File: config.mk
export PLATFORM = sky130hd
export DESIGN_NAME = ddo_ctrl
export DESIGN_NICKNAME = d
export VERILOG_FILES = /design/src/design/ddo_pkg.sv /design/src/design/ddo_ctrl.sv
export SDC_FILE = /design/constraint.sdc
export NUM_CORES = 1
export LEC_CHECK = 0
export ABC_CLOCK_PERIOD_IN_PS = 1400
export BUFFER_PORTS_ARGS = -buffer_cell sky130_fd_sc_hd__buf_2
export CAP_MARGIN = 5
export CORE_MARGIN = 2
export CORE_UTILIZATION = 45
export CTS_CLUSTER_SIZE = 40
export DETAILED_ROUTE_END_ITERATION = 6
export PLACE_DENSITY = 0.72
export SETUP_SLACK_MARGIN = 0.1
export SLEW_MARGIN = 15
export SYNTH_ARGS = -nofsm -noshare
export SYNTH_HDL_FRONTEND = slang
export SYNTH_SLANG_ARGS = --single-unit
File: constraint.sdc
create_clock -name clk_i -period 1.4 [get_ports clk_i]
set_input_delay 0.14 -clock clk_i [delete_from_list [all_inputs] [get_ports clk_i]]
set_output_delay 0.14 -clock clk_i [all_outputs]
set_load 0.01 [all_outputs]
File: src/design/ddo_pkg.sv
package ddo_pkg;

  localparam int unsigned COUNT_BITS_DEF   = 32;
  localparam int unsigned CORDIC_STEPS_DEF = 24;
  localparam int unsigned ACC_W            = 48;
  localparam int unsigned CFG_IDX_W        = 2;

  localparam logic [1:0] OP_SAMPLE = 2'd0;
  localparam logic [1:0] OP_SET    = 2'd1;
  localparam logic [1:0] OP_CLEAR  = 2'd2;
  // spare code: report the pose, change nothing
  localparam logic [1:0] OP_NOP    = 2'd3;

  localparam logic [CFG_IDX_W-1:0] REG_LEFT_TICK  = 2'd0;
  localparam logic [CFG_IDX_W-1:0] REG_RIGHT_TICK = 2'd1;
  localparam logic [CFG_IDX_W-1:0] REG_TURNS      = 2'd2;

  localparam logic signed [35:0] CORDIC_GAIN = 36'sh026DD3B6A;

  typedef struct packed {
    logic [1:0]         op;
    logic [31:0]        left_count;
    logic [31:0]        right_count;
    logic signed [31:0] set_x;
    logic signed [31:0] set_y;
    logic signed [31:0] set_heading;
  } in_item_t;

  typedef struct packed {
    logic signed [31:0] pos_x;
    logic signed [31:0] pos_y;
    logic signed [31:0] heading;
    logic               primed;
  } out_item_t;

  // controller to datapath
  typedef struct packed {
    logic load_in;    // capture item, run op decode
    logic mul_ds;     // wheel products
    logic mul_turn;   // heading product
    logic cordic_ini;
    logic cordic_step;
    logic mul_xy_lo;
    logic mul_xy_hi;
    logic update;
  } dp_cmd_t;

  typedef struct packed {
    logic is_sample;  // op 0 and primed already
  } dp_sts_t;

  function automatic logic [31:0] atan_turns(input logic [4:0] i);
    logic [31:0] r;
    case (i)
      5'd0:  r = 32'h20000000;  5'd1:  r = 32'h12E4051E;
      5'd2:  r = 32'h09FB385B;  5'd3:  r = 32'h051111D4;
      5'd4:  r = 32'h028B0D43;  5'd5:  r = 32'h0145D7E1;
      5'd6:  r = 32'h00A2F61E;  5'd7:  r = 32'h00517C55;
      5'd8:  r = 32'h0028BE53;  5'd9:  r = 32'h00145F2F;
      5'd10: r = 32'h000A2F98;  5'd11: r = 32'h000517CC;
      5'd12: r = 32'h00028BE6;  5'd13: r = 32'h000145F3;
      5'd14: r = 32'h0000A2FA;  5'd15: r = 32'h0000517D;
      5'd16: r = 32'h000028BE;  5'd17: r = 32'h0000145F;
      5'd18: r = 32'h00000A30;  5'd19: r = 32'h00000518;
      5'd20: r = 32'h0000028C;  5'd21: r = 32'h00000146;
      5'd22: r = 32'h000000A3;  5'd23: r = 32'h00000051;
      5'd24: r = 32'h00000029;  5'd25: r = 32'h00000014;
      5'd26: r = 32'h0000000A;  5'd27: r = 32'h00000005;
      5'd28: r = 32'h00000003;  5'd29: r = 32'h00000001;
      5'd30: r = 32'h00000001;  default: r = 32'h00000000;
    endcase
    return r;
  endfunction

endpackage

File: src/design/ddo_ctrl.sv
module ddo_ctrl #(
  parameter int unsigned CORDIC_STEPS = ddo_pkg::CORDIC_STEPS_DEF
) (
  input  logic             clk_i,
  input  logic             rst_ni,
  input  logic             in_valid_i,
  output logic             in_ready_o,
  output logic             out_valid_o,
  input  logic             out_ready_i,
  input  ddo_pkg::dp_sts_t sts_i,
  output ddo_pkg::dp_cmd_t cmd_o
);

  localparam logic [2:0] S_IDLE  = 3'd0;
  localparam logic [2:0] S_MDS   = 3'd1;
  localparam logic [2:0] S_MTURN = 3'd2;
  localparam logic [2:0] S_CORD  = 3'd3;
  localparam logic [2:0] S_MLO   = 3'd4;
  localparam logic [2:0] S_MHI   = 3'd5;
  localparam logic [2:0] S_UPD   = 3'd6;
  localparam logic [2:0] S_OUT   = 3'd7;

  localparam int unsigned CW = $clog2(CORDIC_STEPS + 1);

  logic [2:0]    state_q, state_d;
  logic [CW-1:0] cnt_q, cnt_d;

  assign in_ready_o  = (state_q == S_IDLE);
  assign out_valid_o = (state_q == S_OUT);

  always_comb begin
    state_d = state_q;
    cnt_d   = cnt_q;
    cmd_o   = '0;
    case (state_q)
      S_IDLE: begin
        if (in_valid_i) begin
          cmd_o.load_in = 1'b1;
          state_d = S_MDS;
        end
      end
      S_MDS: begin
        if (sts_i.is_sample) begin
          cmd_o.mul_ds = 1'b1;
          state_d = S_MTURN;
        end else begin
          state_d = S_OUT;
        end
      end
      S_MTURN: begin
        cmd_o.mul_turn = 1'b1;
        state_d = S_CORD;
        cnt_d = '0;
      end
      S_CORD: begin
        if (cnt_q == '0) begin
          cmd_o.cordic_ini = 1'b1;
          cnt_d = cnt_q + 1'b1;
        end else begin
          cmd_o.cordic_step = 1'b1;
          cnt_d = cnt_q + 1'b1;
          if (cnt_q == CW'(CORDIC_STEPS)) state_d = S_MLO;
        end
      end
      S_MLO: begin
        cmd_o.mul_xy_lo = 1'b1;
        state_d = S_MHI;
      end
      S_MHI: begin
        cmd_o.mul_xy_hi = 1'b1;
        state_d = S_UPD;
      end
      S_UPD: begin
        cmd_o.update = 1'b1;
        state_d = S_OUT;
      end
      S_OUT: begin
        if (out_ready_i) state_d = S_IDLE;
      end
      default: state_d = S_IDLE;
    endcase
  end

  always_ff @(posedge clk_i or negedge rst_ni) begin
    if (!rst_ni) begin
      state_q <= S_IDLE;
      cnt_q   <= '0;
    end else begin
      state_q <= state_d;
      cnt_q   <= cnt_d;
    end
  end

`ifndef NO_ASSERTIONS
  a_cnt_range: assert property (@(posedge clk_i) disable iff (!rst_ni)
    (state_q == S_CORD) |-> (cnt_q <= CW'(CORDIC_STEPS)))
    else $error("cordic count out of range");
  a_one_busy: assert property (@(posedge clk_i) disable iff (!rst_ni)
    !(in_ready_o && out_valid_o))
    else $error("ready while result pending");
  a_upd_out: assert property (@(posedge clk_i) disable iff (!rst_ni)
    cmd_o.update |=> out_valid_o)
    else $error("update not followed by result");
`endif

endmodule

==> impl_metrics.prom <==
# TYPE chip_impl_metric gauge
chip_impl_info{name="run_status",value="finished, violations left"} 1
chip_impl_info{name="violated_checks",value="negative setup slack"} 1
chip_impl_info{name="end_kind",value="register"} 1
chip_impl_metric{name="ys_async_sr_fraction",unit="%"} 100
chip_impl_metric{name="detail_route.iter0.violations",unit=""} 19
chip_impl_metric{name="antennaDiodeCount",unit=""} 0
chip_impl_info{name="synth_largest_area_cell",value="sky130_fd_sc_hd__dfrtp_1"} 1
chip_impl_metric{name="worst_hold_slack",unit="ns"} 0.185
chip_impl_metric{name="grt_start_max_net_pins",unit=""} 9
chip_impl_metric{name="number_of_antenna_violations_at_the_first_check_in_global_routing",unit=""} 0
chip_impl_metric{name="part_of_the_total_power_dissipated_in_sequential_elements",unit="%"} 19.3
chip_impl_info{name="rsz_0062_raised_after_global_routing",value="yes"} 1
chip_impl_metric{name="post_synth_instance_area",unit="um^2"} 603
chip_impl_metric{name="gp_routability_congestion",unit=""} 0.742
chip_impl_metric{name="power.leakage",unit="nW"} 0.515
chip_impl_metric{name="dr_total_vias",unit=""} 647
chip_impl_info{name="synth_flop_cell",value="sky130_fd_sc_hd__dfrtp_1"} 1
chip_impl_metric{name="clk-insertion-delay-late",unit="ns"} 0.26
chip_impl_metric{name="clock-skew-final",unit="ns"} 0.00640
chip_impl_info{name="holdCritPathClass",value="input port to register"} 1
chip_impl_metric{name="reg2regPathDepth",unit=""} 4
chip_impl_info{name="setup.worst_path.class",value="register to register"} 1
chip_impl_metric{name="synth-edff-count",unit=""} 0
chip_impl_metric{name="setup.reg_to_reg.worst_slack",unit="ns"} -0.17
chip_impl_info{name="synth_area_leaders",value="sky130_fd_sc_hd__dfrtp_1, sky130_fd_sc_hd__ha_1, sky130_fd_sc_hd__mux2_2"} 1
chip_impl_metric{name="worstPathArrival",unit="ns"} 1.72
chip_impl_metric{name="fmax",unit="GHz"} 0.635
chip_impl_metric{name="power.internal",unit="W"} 0.00164
chip_impl_metric{name="pwr_density_cell",unit="nW/um^2"} 2510
chip_impl_metric{name="power_frac_comb",unit="%"} 74.0
chip_impl_metric{name="critical_path_peak_fanout",unit=""} 4
chip_impl_metric{name="fin_ws",unit="ns"} -0.174
chip_impl_metric{name="vias_per_cell",unit=""} 5.88
chip_impl_metric{name="floorplan.initialDensity",unit="%"} 47.5
chip_impl_metric{name="netlist-cell-type-count",unit=""} 26
chip_impl_metric{name="worst-endpoint-required",unit="ns"} 1.55
chip_impl_metric{name="die_area",unit="um^2"} 1650
chip_impl_info{name="netlist_top_cells_count",value="sky130_fd_sc_hd__dfrtp_1, sky130_fd_sc_hd__inv_1, sky130_fd_sc_hd__ha_1, sky130_fd_sc_hd__and2_1, sky130_fd_sc_hd__nor2_1"} 1
chip_impl_metric{name="max-clock-path-buffers",unit=""} 2
chip_impl_info{name="worstPathCellList",value="inv_4 -> ha_4 -> or4_4 -> a32o_1"} 1
chip_impl_metric{name="switching_share",unit="%"} 40.5
chip_impl_metric{name="drv_slew",unit=""} 0
chip_impl_metric{name="max_cap_viol_count",unit=""} 0
chip_impl_metric{name="fp-row-count",unit=""} 13
chip_impl_metric{name="tightest_slew",unit="ns"} 0.396
chip_impl_metric{name="synth_area_per_cell",unit="um^2"} 9.73
chip_impl_metric{name="min_path_cells",unit=""} 3
chip_impl_metric{name="fraction_of_the_cycle_the_final_worst_path_needs",unit="%"} 112
chip_impl_metric{name="firstDrtPassIters",unit=""} 4
chip_impl_metric{name="vdd_ir_drop_max",unit="uV"} 1680
chip_impl_metric{name="detail_route.drc_violations",unit=""} 0
chip_impl_metric{name="p_sw",unit="W"} 0.00112
chip_impl_info{name="crit-reg2reg-launch",value="state_q[0]$_DFFE_PN0P_"} 1
chip_impl_metric{name="h-tree-depth",unit=""} 1
chip_impl_info{name="cts_tree",value="done"} 1
chip_impl_metric{name="synth.ff_latch_count",unit=""} 8
chip_impl_metric{name="numCtsBuffers",unit=""} 3
chip_impl_metric{name="timing.max_slew.rel_slack",unit="%"} 73.6
chip_impl_metric{name="final-hold-violation-count",unit=""} 0
chip_impl_metric{name="number_of_i_o_pins",unit=""} 15
chip_impl_info{name="critical-path-slowest-cell",value="sky130_fd_sc_hd__or4_4"} 1
chip_impl_metric{name="syn-instance-count",unit=""} 62
chip_impl_metric{name="die_height",unit="um"} 40.6
chip_impl_metric{name="drt.antenna.violating_nets",unit=""} 0
chip_impl_metric{name="ys_warn_count",unit=""} 0
chip_impl_metric{name="synth_fp_nets",unit=""} 73
chip_impl_metric{name="met2_length",unit="um"} 991
chip_impl_metric{name="placeableCoreArea",unit="um^2"} 1270
chip_impl_info{name="holdPathEnd",value="state_q[2]$_DFFE_PN0P_"} 1
chip_impl_metric{name="count_of_buffers_from_port_buffering",unit=""} 14
chip_impl_info{name="timing.critical_path.from_type",value="register"} 1
chip_impl_metric{name="setup-violations-final",unit=""} 11
chip_impl_metric{name="met3RoutedLength",unit="um"} 88
chip_impl_metric{name="die_x",unit="um"} 40.6
chip_impl_metric{name="period_needed",unit="ns"} 1.57
chip_impl_metric{name="final_net_count",unit=""} 108
chip_impl_metric{name="clkPwrFrac",unit="%"} 6.7
chip_impl_metric{name="clock-sinks",unit=""} 8
chip_impl_metric{name="grt_usage",unit="%"} 22.4
chip_impl_metric{name="wl_per_cell",unit="um"} 17.1
chip_impl_metric{name="setup-tns-final",unit="ns"} -1.08
chip_impl_metric{name="clk_transition_reported_paths",unit="ns"} 0.06
chip_impl_metric{name="globalRoute.totalOverflow",unit=""} 0
chip_impl_info{name="route.top_layer_used",value="met4"} 1
chip_impl_metric{name="wl_met1",unit="um"} 749
chip_impl_metric{name="hpwlAfterDp",unit="um"} 1090
chip_impl_info{name="synth.most_common_cell",value="sky130_fd_sc_hd__dfrtp_1"} 1
chip_impl_metric{name="synth.yosys.seq_area_share",unit="%"} 33.2
chip_impl_info{name="hold_path_startpoint",value="out_ready_i"} 1
chip_impl_metric{name="first_pass_grt_wire_length",unit="um"} 2350
chip_impl_metric{name="detail_route.wirelength",unit="um"} 1880
chip_impl_metric{name="grt_pass1_vias",unit=""} 561
chip_impl_metric{name="post_route_cells_drive_above_1_share",unit="%"} 71.6
chip_impl_info{name="regToRegEndpoint",value="state_q[2]$_DFFE_PN0P_"} 1
chip_impl_metric{name="area.growth.synth_to_final",unit="%"} 82.6
chip_impl_metric{name="worst_path_largest_cell_delay",unit="ns"} 0.50
chip_impl_metric{name="synth_top_area_share",unit="%"} 33.2
chip_impl_info{name="root_buffer",value="sky130_fd_sc_hd__clkbuf_4"} 1
-- cells in the final DEF, fill, tap and decap left out, types with 2 or more instances in the layout --
cell type | netlist | routed
sky130_fd_sc_hd__inv_4 | 0 | 2
sky130_fd_sc_hd__buf_4 | 0 | 10
sky130_fd_sc_hd__a32o_1 | 2 | 2
sky130_fd_sc_hd__nor2_1 | 4 | 3
sky130_fd_sc_hd__buf_6 | 0 | 14
sky130_fd_sc_hd__a22o_1 | 3 | 3
sky130_fd_sc_hd__nand2b_4 | 0 | 3
sky130_fd_sc_hd__inv_1 | 7 | 2
sky130_fd_sc_hd__clkbuf_4 | 0 | 3
sky130_fd_sc_hd__mux2_4 | 2 | 4
sky130_fd_sc_hd__dfrtp_1 | 8 | 6
sky130_fd_sc_hd__buf_2 | 2 | 7
sky130_fd_sc_hd__ha_4 | 0 | 6
sky130_fd_sc_hd__o21bai_1 | 2 | 2
sky130_fd_sc_hd__inv_2 | 1 | 4
sky130_fd_sc_hd__dfrtp_2 | 0 | 2
sky130_fd_sc_hd__and2_4 | 0 | 4
-- sequential cells by signal (all words and copies together) (netlist names) --
| register | cells |
|---|---|
| cnt_q | 5 |
| state_q | 3 |
-- kinds of logic after synthesis --
kind of cell / count (synthesis) / synth area share [%]
AND/OR/NAND/NOR: 22 / 21.2
AO/OA/AOI/OAI: 11 / 16.0
buffers and inverters: 10 / 6.64
flip-flops: 8 / 33.2
adder cells (fa/ha/maj): 6 / 12.4
multiplexers: 5 / 10.6
-- cell type report --
| class | count | area, um^2 |
|---|---|---|
| clock buffer | 3 | 22.5 |
| inverter | 8 | 35.0 |
| multi-input combinational | 44 | 544 |
| fill | 62 | 168 |
| tap | 15 | 18.8 |
| sequential | 8 | 203 |
| timing repair buffer | 32 | 278 |
-- worst max path at each step --
| stage | from | end | slack, ns | cells after the start |
|---|---|---|---|---|
| finish | state_q[0]$_DFFE_PN0P_ | state_q[2]$_DFFE_PN0P_ | -0.17 | 4 |
| global route | state_q[1]$_DFFE_PN0P_ | cmd_o[4] | -0.20 | 5 |
| CTS | state_q[0]$_DFFE_PN0P_ | state_q[2]$_DFFE_PN0P_ | -0.15 | 4 |
| detailed placement | state_q[0]$_DFFE_PN0P_ | state_q[2]$_DFFE_PN0P_ | -0.15 | 4 |
| global placement | state_q[0]$_DFFE_PN0P_ | state_q[0]$_DFFE_PN0P_ | -0.09 | 4 |
| floorplan | state_q[0]$_DFFE_PN0P_ | state_q[2]$_DFFE_PN0P_ | -0.06 | 4 |
-- power groups by stage --
stage | combinational, W | clock (W) | sequential, W
6_report | 0.00205 | 0.000185 | 0.000534
5_1_grt | 0.00217 | 0.000206 | 0.000554
4_1_cts | 0.00152 | 0.000191 | 0.000480
3_5_place_dp | 0.00133 | 0 | 0.000453
3_3_place_gp | 0.00129 | 0 | 0.000442
2_1_floorplan | 0.000877 | 0 | 0.000438
-- worst max-delay path: cells and delay by family (launching register included) --
kind                     cells  cell delay, ns
AO/OA/AOI/OAI                1            0.28
buffers and inverters        1            0.07
adder cells (fa/ha/maj)      1            0.16
flip-flops                   1            0.45
AND/OR/NAND/NOR              1            0.50
-- through the flow --
stage	area (um^2)	utilization (%)	cells	power, W	worst slack (ns)
5_1_grt	1100	86.8	110	0.00293	-0.203
4_1_cts	918	72.4	108	0.00219	-0.147
3_3_place_gp	801	63.1	101	0.00173	-0.0940
2_1_floorplan	638	-	62	0.00132	-0.0645
3_5_place_dp	801	63.1	101	0.00178	-0.146
6_report	1100	86.8	110	0.00277	-0.174
-- what timing repair did --
item                       4_1_cts  5_1_grt
resized for setup               15       36
buffers inserted                 4        4
setup endpoints to repair       18       18
hold endpoints to repair         8        0
hold buffers                     1        0
pin swaps                        4       11
-- routing by layer --
metal | GRT usage (%) | vias up
li1 | - | 286
met1 | 26.8 | 331
met2 | 37.7 | 23
met3 | 3.80 | 7
met4 | 12.5 | 0
met5 | 0 | -
Power figures use the tool's default switching activity.
